$ cat src/arcf_pkg.sv
package arcf_pkg;

  localparam int unsigned CpWidth    = 21;
  localparam int unsigned DropRanges = 13;
  localparam int unsigned AddrWidth  = 3;

  localparam logic [CpWidth-1:0] ChAlef = 21'h000627;
  localparam logic [CpWidth-1:0] ChWaw  = 21'h000648;
  localparam logic [CpWidth-1:0] ChYeh  = 21'h00064A;

  localparam logic [1:0] RunMax = 2'd3;

  localparam logic [0:0] RegCollapseEnable = 1'b0;

  localparam logic [CpWidth-1:0] DropLo [DropRanges] = '{
    21'h000600, 21'h000610, 21'h000617, 21'h000640, 21'h00064B, 21'h00066C, 21'h000670,
    21'h0006A4, 21'h0006D6, 21'h0006DF, 21'h0006E7, 21'h0006EA, 21'h00FBB2
  };
  localparam logic [CpWidth-1:0] DropHi [DropRanges] = '{
    21'h000603, 21'h000615, 21'h00061A, 21'h000640, 21'h000655, 21'h00066C, 21'h000671,
    21'h0006A4, 21'h0006DD, 21'h0006E4, 21'h0006E8, 21'h0006ED, 21'h00FBC1
  };

  typedef struct packed {
    logic [CpWidth-1:0] code_point;
    logic               word_start;
  } in_t;

  typedef struct packed {
    logic [CpWidth-1:0] out_char;
    logic [1:0]         retract_count;
  } out_t;

  typedef struct packed {
    logic       dropped;
    logic [1:0] limit;
  } class_t;

endpackage

$ cat src/arcf_classify.sv
module arcf_classify import arcf_pkg::*; (
  input  logic [CpWidth-1:0] cp_i,
  output class_t             class_o
);

  logic [DropRanges-1:0] hit;

  always_comb begin
    for (int i = 0; i < DropRanges; i++) begin
      hit[i] = (cp_i >= DropLo[i]) && (cp_i <= DropHi[i]);
    end
  end

  always_comb begin
    class_o.dropped = |hit;
    if (cp_i == ChAlef) begin
      class_o.limit = 2'd1;
    end else if (cp_i == ChWaw || cp_i == ChYeh) begin
      class_o.limit = 2'd2;
    end else begin
      class_o.limit = 2'd0;
    end
  end

endmodule

$ cat src/arabic_char_filter_run_collapse.sv
// An accepted beat is held in the input register, then moves on to the result register,
// from which its result beat is offered. Throughput: one beat per cycle unless out_ready_i
// stalls the output, set by the input register feeding the result register.
// Dropped characters take a slot in the input register but produce no output beat.
// Reset (rst_ni low, asynchronous) clears valid flags, run tracking and collapse_enable.
// The configuration register reads back on prdata; pready is always high.
module arabic_char_filter_run_collapse import arcf_pkg::*; (
  input  logic                 clk_i,
  input  logic                 rst_ni,
  input  logic                 in_valid_i,
  output logic                 in_ready_o,
  input  in_t                  in_data_i,
  output logic                 out_valid_o,
  input  logic                 out_ready_i,
  output out_t                 out_data_o,
  input  logic                 psel,
  input  logic                 penable,
  input  logic                 pwrite,
  input  logic [AddrWidth-1:0] paddr,
  input  logic [31:0]          pwdata,
  output logic [31:0]          prdata,
  output logic                 pready
);

  logic               s1_valid_q;
  in_t                s1_data_q;
  logic               out_valid_q;
  out_t               out_data_q, out_data_d;
  logic               enable_q;
  logic [CpWidth-1:0] prev_q, prev_d;
  logic [1:0]         run_q, run_d;
  logic               has_q, has_d;
  logic               advance;
  logic               reg_sel;
  class_t             cls;

  assign reg_sel = (paddr[AddrWidth-1] == RegCollapseEnable);
  assign pready  = 1'b1;
  assign prdata  = reg_sel ? {31'd0, enable_q} : 32'd0;

  assign advance    = s1_valid_q && (!out_valid_q || out_ready_i);
  assign in_ready_o = !s1_valid_q || advance;

  arcf_classify u_classify (
    .cp_i    (s1_data_q.code_point),
    .class_o (cls)
  );

  always_comb begin
    logic       has_eff;
    logic [1:0] run_inc;
    has_eff = has_q && !s1_data_q.word_start;
    run_inc = (run_q == RunMax) ? RunMax : run_q + 2'd1;
    prev_d  = prev_q;
    run_d   = run_q;
    has_d   = has_eff;
    out_data_d.out_char      = s1_data_q.code_point;
    out_data_d.retract_count = 2'd0;
    if (!cls.dropped) begin
      has_d = 1'b1;
      if (enable_q) begin
        prev_d = s1_data_q.code_point;
        if (has_eff && prev_q == s1_data_q.code_point) begin
          run_d = run_inc;
          if (cls.limit != 2'd0) begin
            if (run_inc == cls.limit) begin
              out_data_d.retract_count = cls.limit;
            end else if (run_inc > cls.limit) begin
              out_data_d.retract_count = 2'd1;
            end
          end
        end else begin
          run_d = 2'd0;
        end
      end
    end
  end

  always_ff @(posedge clk_i or negedge rst_ni) begin
    if (!rst_ni) begin
      s1_valid_q  <= 1'b0;
      out_valid_q <= 1'b0;
      enable_q    <= 1'b0;
      prev_q      <= '0;
      run_q       <= '0;
      has_q       <= 1'b0;
    end else begin
      if (psel && penable && pwrite && reg_sel) begin
        enable_q <= pwdata[0];
      end
      if (in_ready_o) begin
        s1_valid_q <= in_valid_i;
      end
      if (advance) begin
        prev_q      <= prev_d;
        run_q       <= run_d;
        has_q       <= has_d;
        out_valid_q <= !cls.dropped;
      end else if (out_ready_i) begin
        out_valid_q <= 1'b0;
      end
    end
  end

  always_ff @(posedge clk_i) begin
    if (in_ready_o && in_valid_i) begin
      s1_data_q <= in_data_i;
    end
    if (advance && !cls.dropped) begin
      out_data_q <= out_data_d;
    end
  end

  assign out_valid_o = out_valid_q;
  assign out_data_o  = out_data_q;

`ifndef SYNTHESIS
  a_retract_range: assert property (@(posedge clk_i) disable iff (!rst_ni)
    out_valid_o |-> out_data_o.retract_count != RunMax)
    else $error("retract count out of range");

  a_retract_char: assert property (@(posedge clk_i) disable iff (!rst_ni)
    (out_valid_o && out_data_o.retract_count != 2'd0) |->
      (out_data_o.out_char == ChAlef || out_data_o.out_char == ChWaw ||
       out_data_o.out_char == ChYeh))
    else $error("retract on a character that does not collapse");

  a_retract_two: assert property (@(posedge clk_i) disable iff (!rst_ni)
    (out_valid_o && out_data_o.retract_count == 2'd2) |->
      (out_data_o.out_char == ChWaw || out_data_o.out_char == ChYeh))
    else $error("double retract on a character other than waw or yeh");

  a_stall_blocks: assert property (@(posedge clk_i) disable iff (!rst_ni)
    (s1_valid_q && out_valid_o && !out_ready_i) |-> !in_ready_o)
    else $error("input taken while the pipeline is stalled");
`endif

endmodule

$ cat config.mk
export PLATFORM = sky130hd
export DESIGN_NAME = arabic_char_filter_run_collapse
export DESIGN_NICKNAME = d
export VERILOG_FILES = /design/src/arcf_pkg.sv /design/src/arcf_classify.sv /design/src/arabic_char_filter_run_collapse.sv
export SDC_FILE = /design/constraint.sdc
export NUM_CORES = 1
export LEC_CHECK = 0
export ABC_AREA = 1
export BUFFER_PORTS_ARGS = -buffer_cell sky130_fd_sc_hd__buf_2
export CELL_PAD_IN_SITES_DETAIL_PLACEMENT = 1
export CELL_PAD_IN_SITES_GLOBAL_PLACEMENT = 2
export CORE_MARGIN = 2
export CORE_UTILIZATION = 32
export CTS_CLUSTER_SIZE = 12
export DETAILED_ROUTE_END_ITERATION = 6
export PLACE_DENSITY_LB_ADDON = 0.1
export SLEW_MARGIN = 15
export SYNTH_ARGS = -nofsm -noshare
export SYNTH_HDL_FRONTEND = slang
export SYNTH_SLANG_ARGS = --single-unit
$ cat constraint.sdc
create_clock -name clk_i -period 5.1 [get_ports clk_i]
set_input_delay 0.255 -clock clk_i [delete_from_list [all_inputs] [get_ports clk_i]]
set_output_delay 0.255 -clock clk_i [all_outputs]
set_load 0.02 [all_outputs]
==> impl_results.md <==
* PnR worst setup slack at 1231 ps
* RSZ-0062 raised after global routing: false
* Final HPWL DP at 10.31 mm
* 1st-pass router iterations at 4
* Fraction of registers with async set/reset at 37.50%
* Worst-path fanout max at 25
* Start of the worst register-to-register path: out_data_d[6]
* Via count at 3,816
* Post-synth top flop: edfxtp_1
* Fmax at 258.5 MHz
* Max VDD drop at 0.0002166 V
* Mapped cell area at 4512 um2
* Die area at 15,070 um2
* Share of layout cells above drive strength 1 at 17.29%
* Nets at 674
* Max-slew violations at 0
* Worst path most repeated cell: nand2_1
* Die Y at 122.7 um
* Final hold viol count at 0
* Layout area overhead at 12.31%
* Area leader, netlist: edfxtp_1
* Tcrit/Tclk final at 75.87%
* Data arrival, critical path at 3820 ps
* Fin crit period at 3869 ps
* Top cell family by delay on the critical path: simple AND/OR/NAND/NOR gates
* Worst-path clk slew at 60 ps
* Post-synthesis mux area share at 0%
* H-Tree Depth at 3
* Synth Area in Compound Gates at 4.465%
* Initial antenna violation count at 0
* Worst r2r dst: out_data_o[13]
* Sequential fraction of the synthesis area at 44.93%
* Number of global-route vias before repair at 3,969
* Run status: complete, no violations
* Final global-route overflow total at 0
* Clk_lat worst skew at 330 ps
* Final Cell Area at 5067 um2
* Synth Register Bits at 72
* Power Density at 353.9 nW/um2
* Static Leak at 2.372 nW
* Pre-CTS setup slack at 1235 ps
* Cells on worst reg2reg path at 14
* Longest Clk Path Bufs at 2
* Initial drt markers at 175
* Total GRT Usage at 19.15%
* Vias per cell at 4.812
* Adder-Cell Fraction of Synth Area at 0.5546%
* Inst Count DP at 776
* Simple-gate share of the synthesized area at 36.19%
* FF-to-FF setup slack at 1230 ps
* Placed cell area at 4780 um2
* Setup Viol. Count Final at 0
* Final wirelength at 13.66 mm
* Core Area at 13,830 um2
* Synth unique cells at 40
* Cell count after synthesis at 560
* Max-cap violation count at 0
* Top Ports at 122
* Sink Count at 72
* Main combinational cell family by area after synthesis: simple AND/OR/NAND/NOR gates
* Synth warn at 0
* Crit path to: out_data_o[13]
* Overall die width at 122.7 um
* CTS tree: done
* Slowest cell on the critical path: inv_1
* Setup CP Type: flip-flop to flip-flop
* Slew HR at 30.38%
* Area contributors post-synth: edfxtp_1, dfrtp_1, nand2_1
* DRC Markers at 0
* Max stage delay on crit path at 790 ps
* Fin cells at 793
* Kind of launch point of the worst setup path: flip-flop
* Number of cells on the critical path at 14
* Total power at 1.794 mW
* Crit path from: out_data_d[6]
* Buffers and inverters on the worst path at 2
* Sum Neg Setup Slack at 0 ps
* Crit. End Element: flip-flop
* Clk_skew at 4.447 ps
* Worst slew pin tran at 1043 ps
* RD Place Congestion at 0.8556
* Ant. Diodes at 0
* Synth Area in XOR/XNOR at 1.359%
* PortBufs at 56
* Initial Util at 32.63%
* Pin count of the biggest net entering global routing at 28
* Antenna violation net count after detailed routing at 0
* CTS buffer count at 9
* WP data required at 5050 ps
* Avg Inst Size Synth at 8.057 um2
* First-pass GRT wire length at 21.59 mm
* DR WL/cell at 17.22 um
* EDFF count, synth at 45
* Hold/Removal Path Class: input port to flip-flop
* Std cell rows at 43
* Synth top area share at 29.95%
* Clk root buf: clkbuf_16
* Crit-path cells: inv_1, nand2_1, nor2_1, nand2_1, nand3_1, nand2_1, nand2_1, nand2_1, nand2_1, nor2_1, nand2_2, nor2_8, nand2_1, inv_1
## flip-flops by register name, indices dropped and copies added, names as in the netlist
name         count
out_data_d      21
s1_valid_q       1
has_q            1
prev_q          21
out_data_o      23
run_q            2
out_valid_o      1
s1_data_q        1
enable_q         1
## cell usage after synthesis (3+ instances only)
cell,number
nand2_1,160
nor2_4,7
o21ai_1,7
buf_4,35
clkbuf_1,5
inv_1,47
nor4_1,4
buf_2,7
nand2_2,6
nand2_4,4
nand3_1,32
edfxtp_1,45
nor2_8,3
nor2_1,58
o2111ai_1,3
nand4_1,38
nand3b_1,4
o21ai_0,10
buf_6,3
xnor2_1,5
dfrtp_1,27
nor3_1,12
a21oi_1,6
nor2_2,8
inv_2,4
## metrics by stage
stage,util (%),hold slack [ps]
final,36.65,94.84
after global placement,34.57,340.1
after floorplan,-,-40.59
after detailed placement,34.57,334.5
after CTS,36.65,87.64
after global routing,36.65,84.84
## cells by family (layout without fill, tap and decap cells)
logic type      after synthesis  in the layout
xor+xnor                      7              7
compound gates               34             34
other cells                   2             32
flops                        72             72
fa+ha+maj                     2              2
simple gates                339            339
buf+inv                     104            127
## power by group
part,total [mW],switching (mW),internal [mW]
clock network,0.585,0.231,0.354
registers,0.835,0.0961,0.739
logic,0.373,0.259,0.114
## layout by cell type (no fill, tap or decap), types with 12 or more instances in the layout
master	n
nand3_1	32
nand2_1	160
nor2_1	58
dfrtp_1	27
inv_1	47
edfxtp_1	45
nor3_1	12
conb_1	32
nand4_1	38
buf_2	56
## final cells by class
class / instances / area (um2)
Fill cell: 1670 / 8760
Sequential cell: 72 / 2027
Clock inverter: 3 / 17.52
Inverter: 53 / 198.9
Clock buffer: 13 / 260.3
Tap cell: 180 / 225.2
Multi-Input combinational cell: 414 / 2041
Timing Repair Buffer: 58 / 297.8
## worst reg2reg max path, delay by kind of cell (launching register included)
kind	cells	cell delay [ps]
simple gates	12	1590
flops	1	770
buf+inv	2	1120
## what timing repair did
action,4_1_cts,5_1_grt
hold buffers,1,0
endpoints found under the hold margin,27,0
resized for setup,0,0
buffers inserted,0,0
## routing by layer
| layer | wire length, um | track usage [%] | vias to the layer above |
|---|---|---|---|
| li1 | - | - | 1885 |
| met1 | 6416 | 25.28 | 1855 |
| met2 | 6672 | 31.87 | 60 |
| met3 | 318 | 2.649 | 16 |
| met4 | 247 | 7.040 | 0 |
| met5 | 0 | 0 | - |
## worst min-delay path by stage
| stage | from | endpoint | depth (start not counted) |
|---|---|---|---|
| floorplan | rst_ni | enable_q | 0 |
| CTS | in_data_i[20] | out_data_d[21] | 1 |
| global route | in_data_i[16] | out_data_d[17] | 1 |
| finish | in_data_i[9] | out_data_d[10] | 1 |
| detailed placement | rst_ni | run_q[1] | 1 |
| global placement | rst_ni | enable_q | 1 |
No activity file was read; power rests on OpenSTA's default activity.
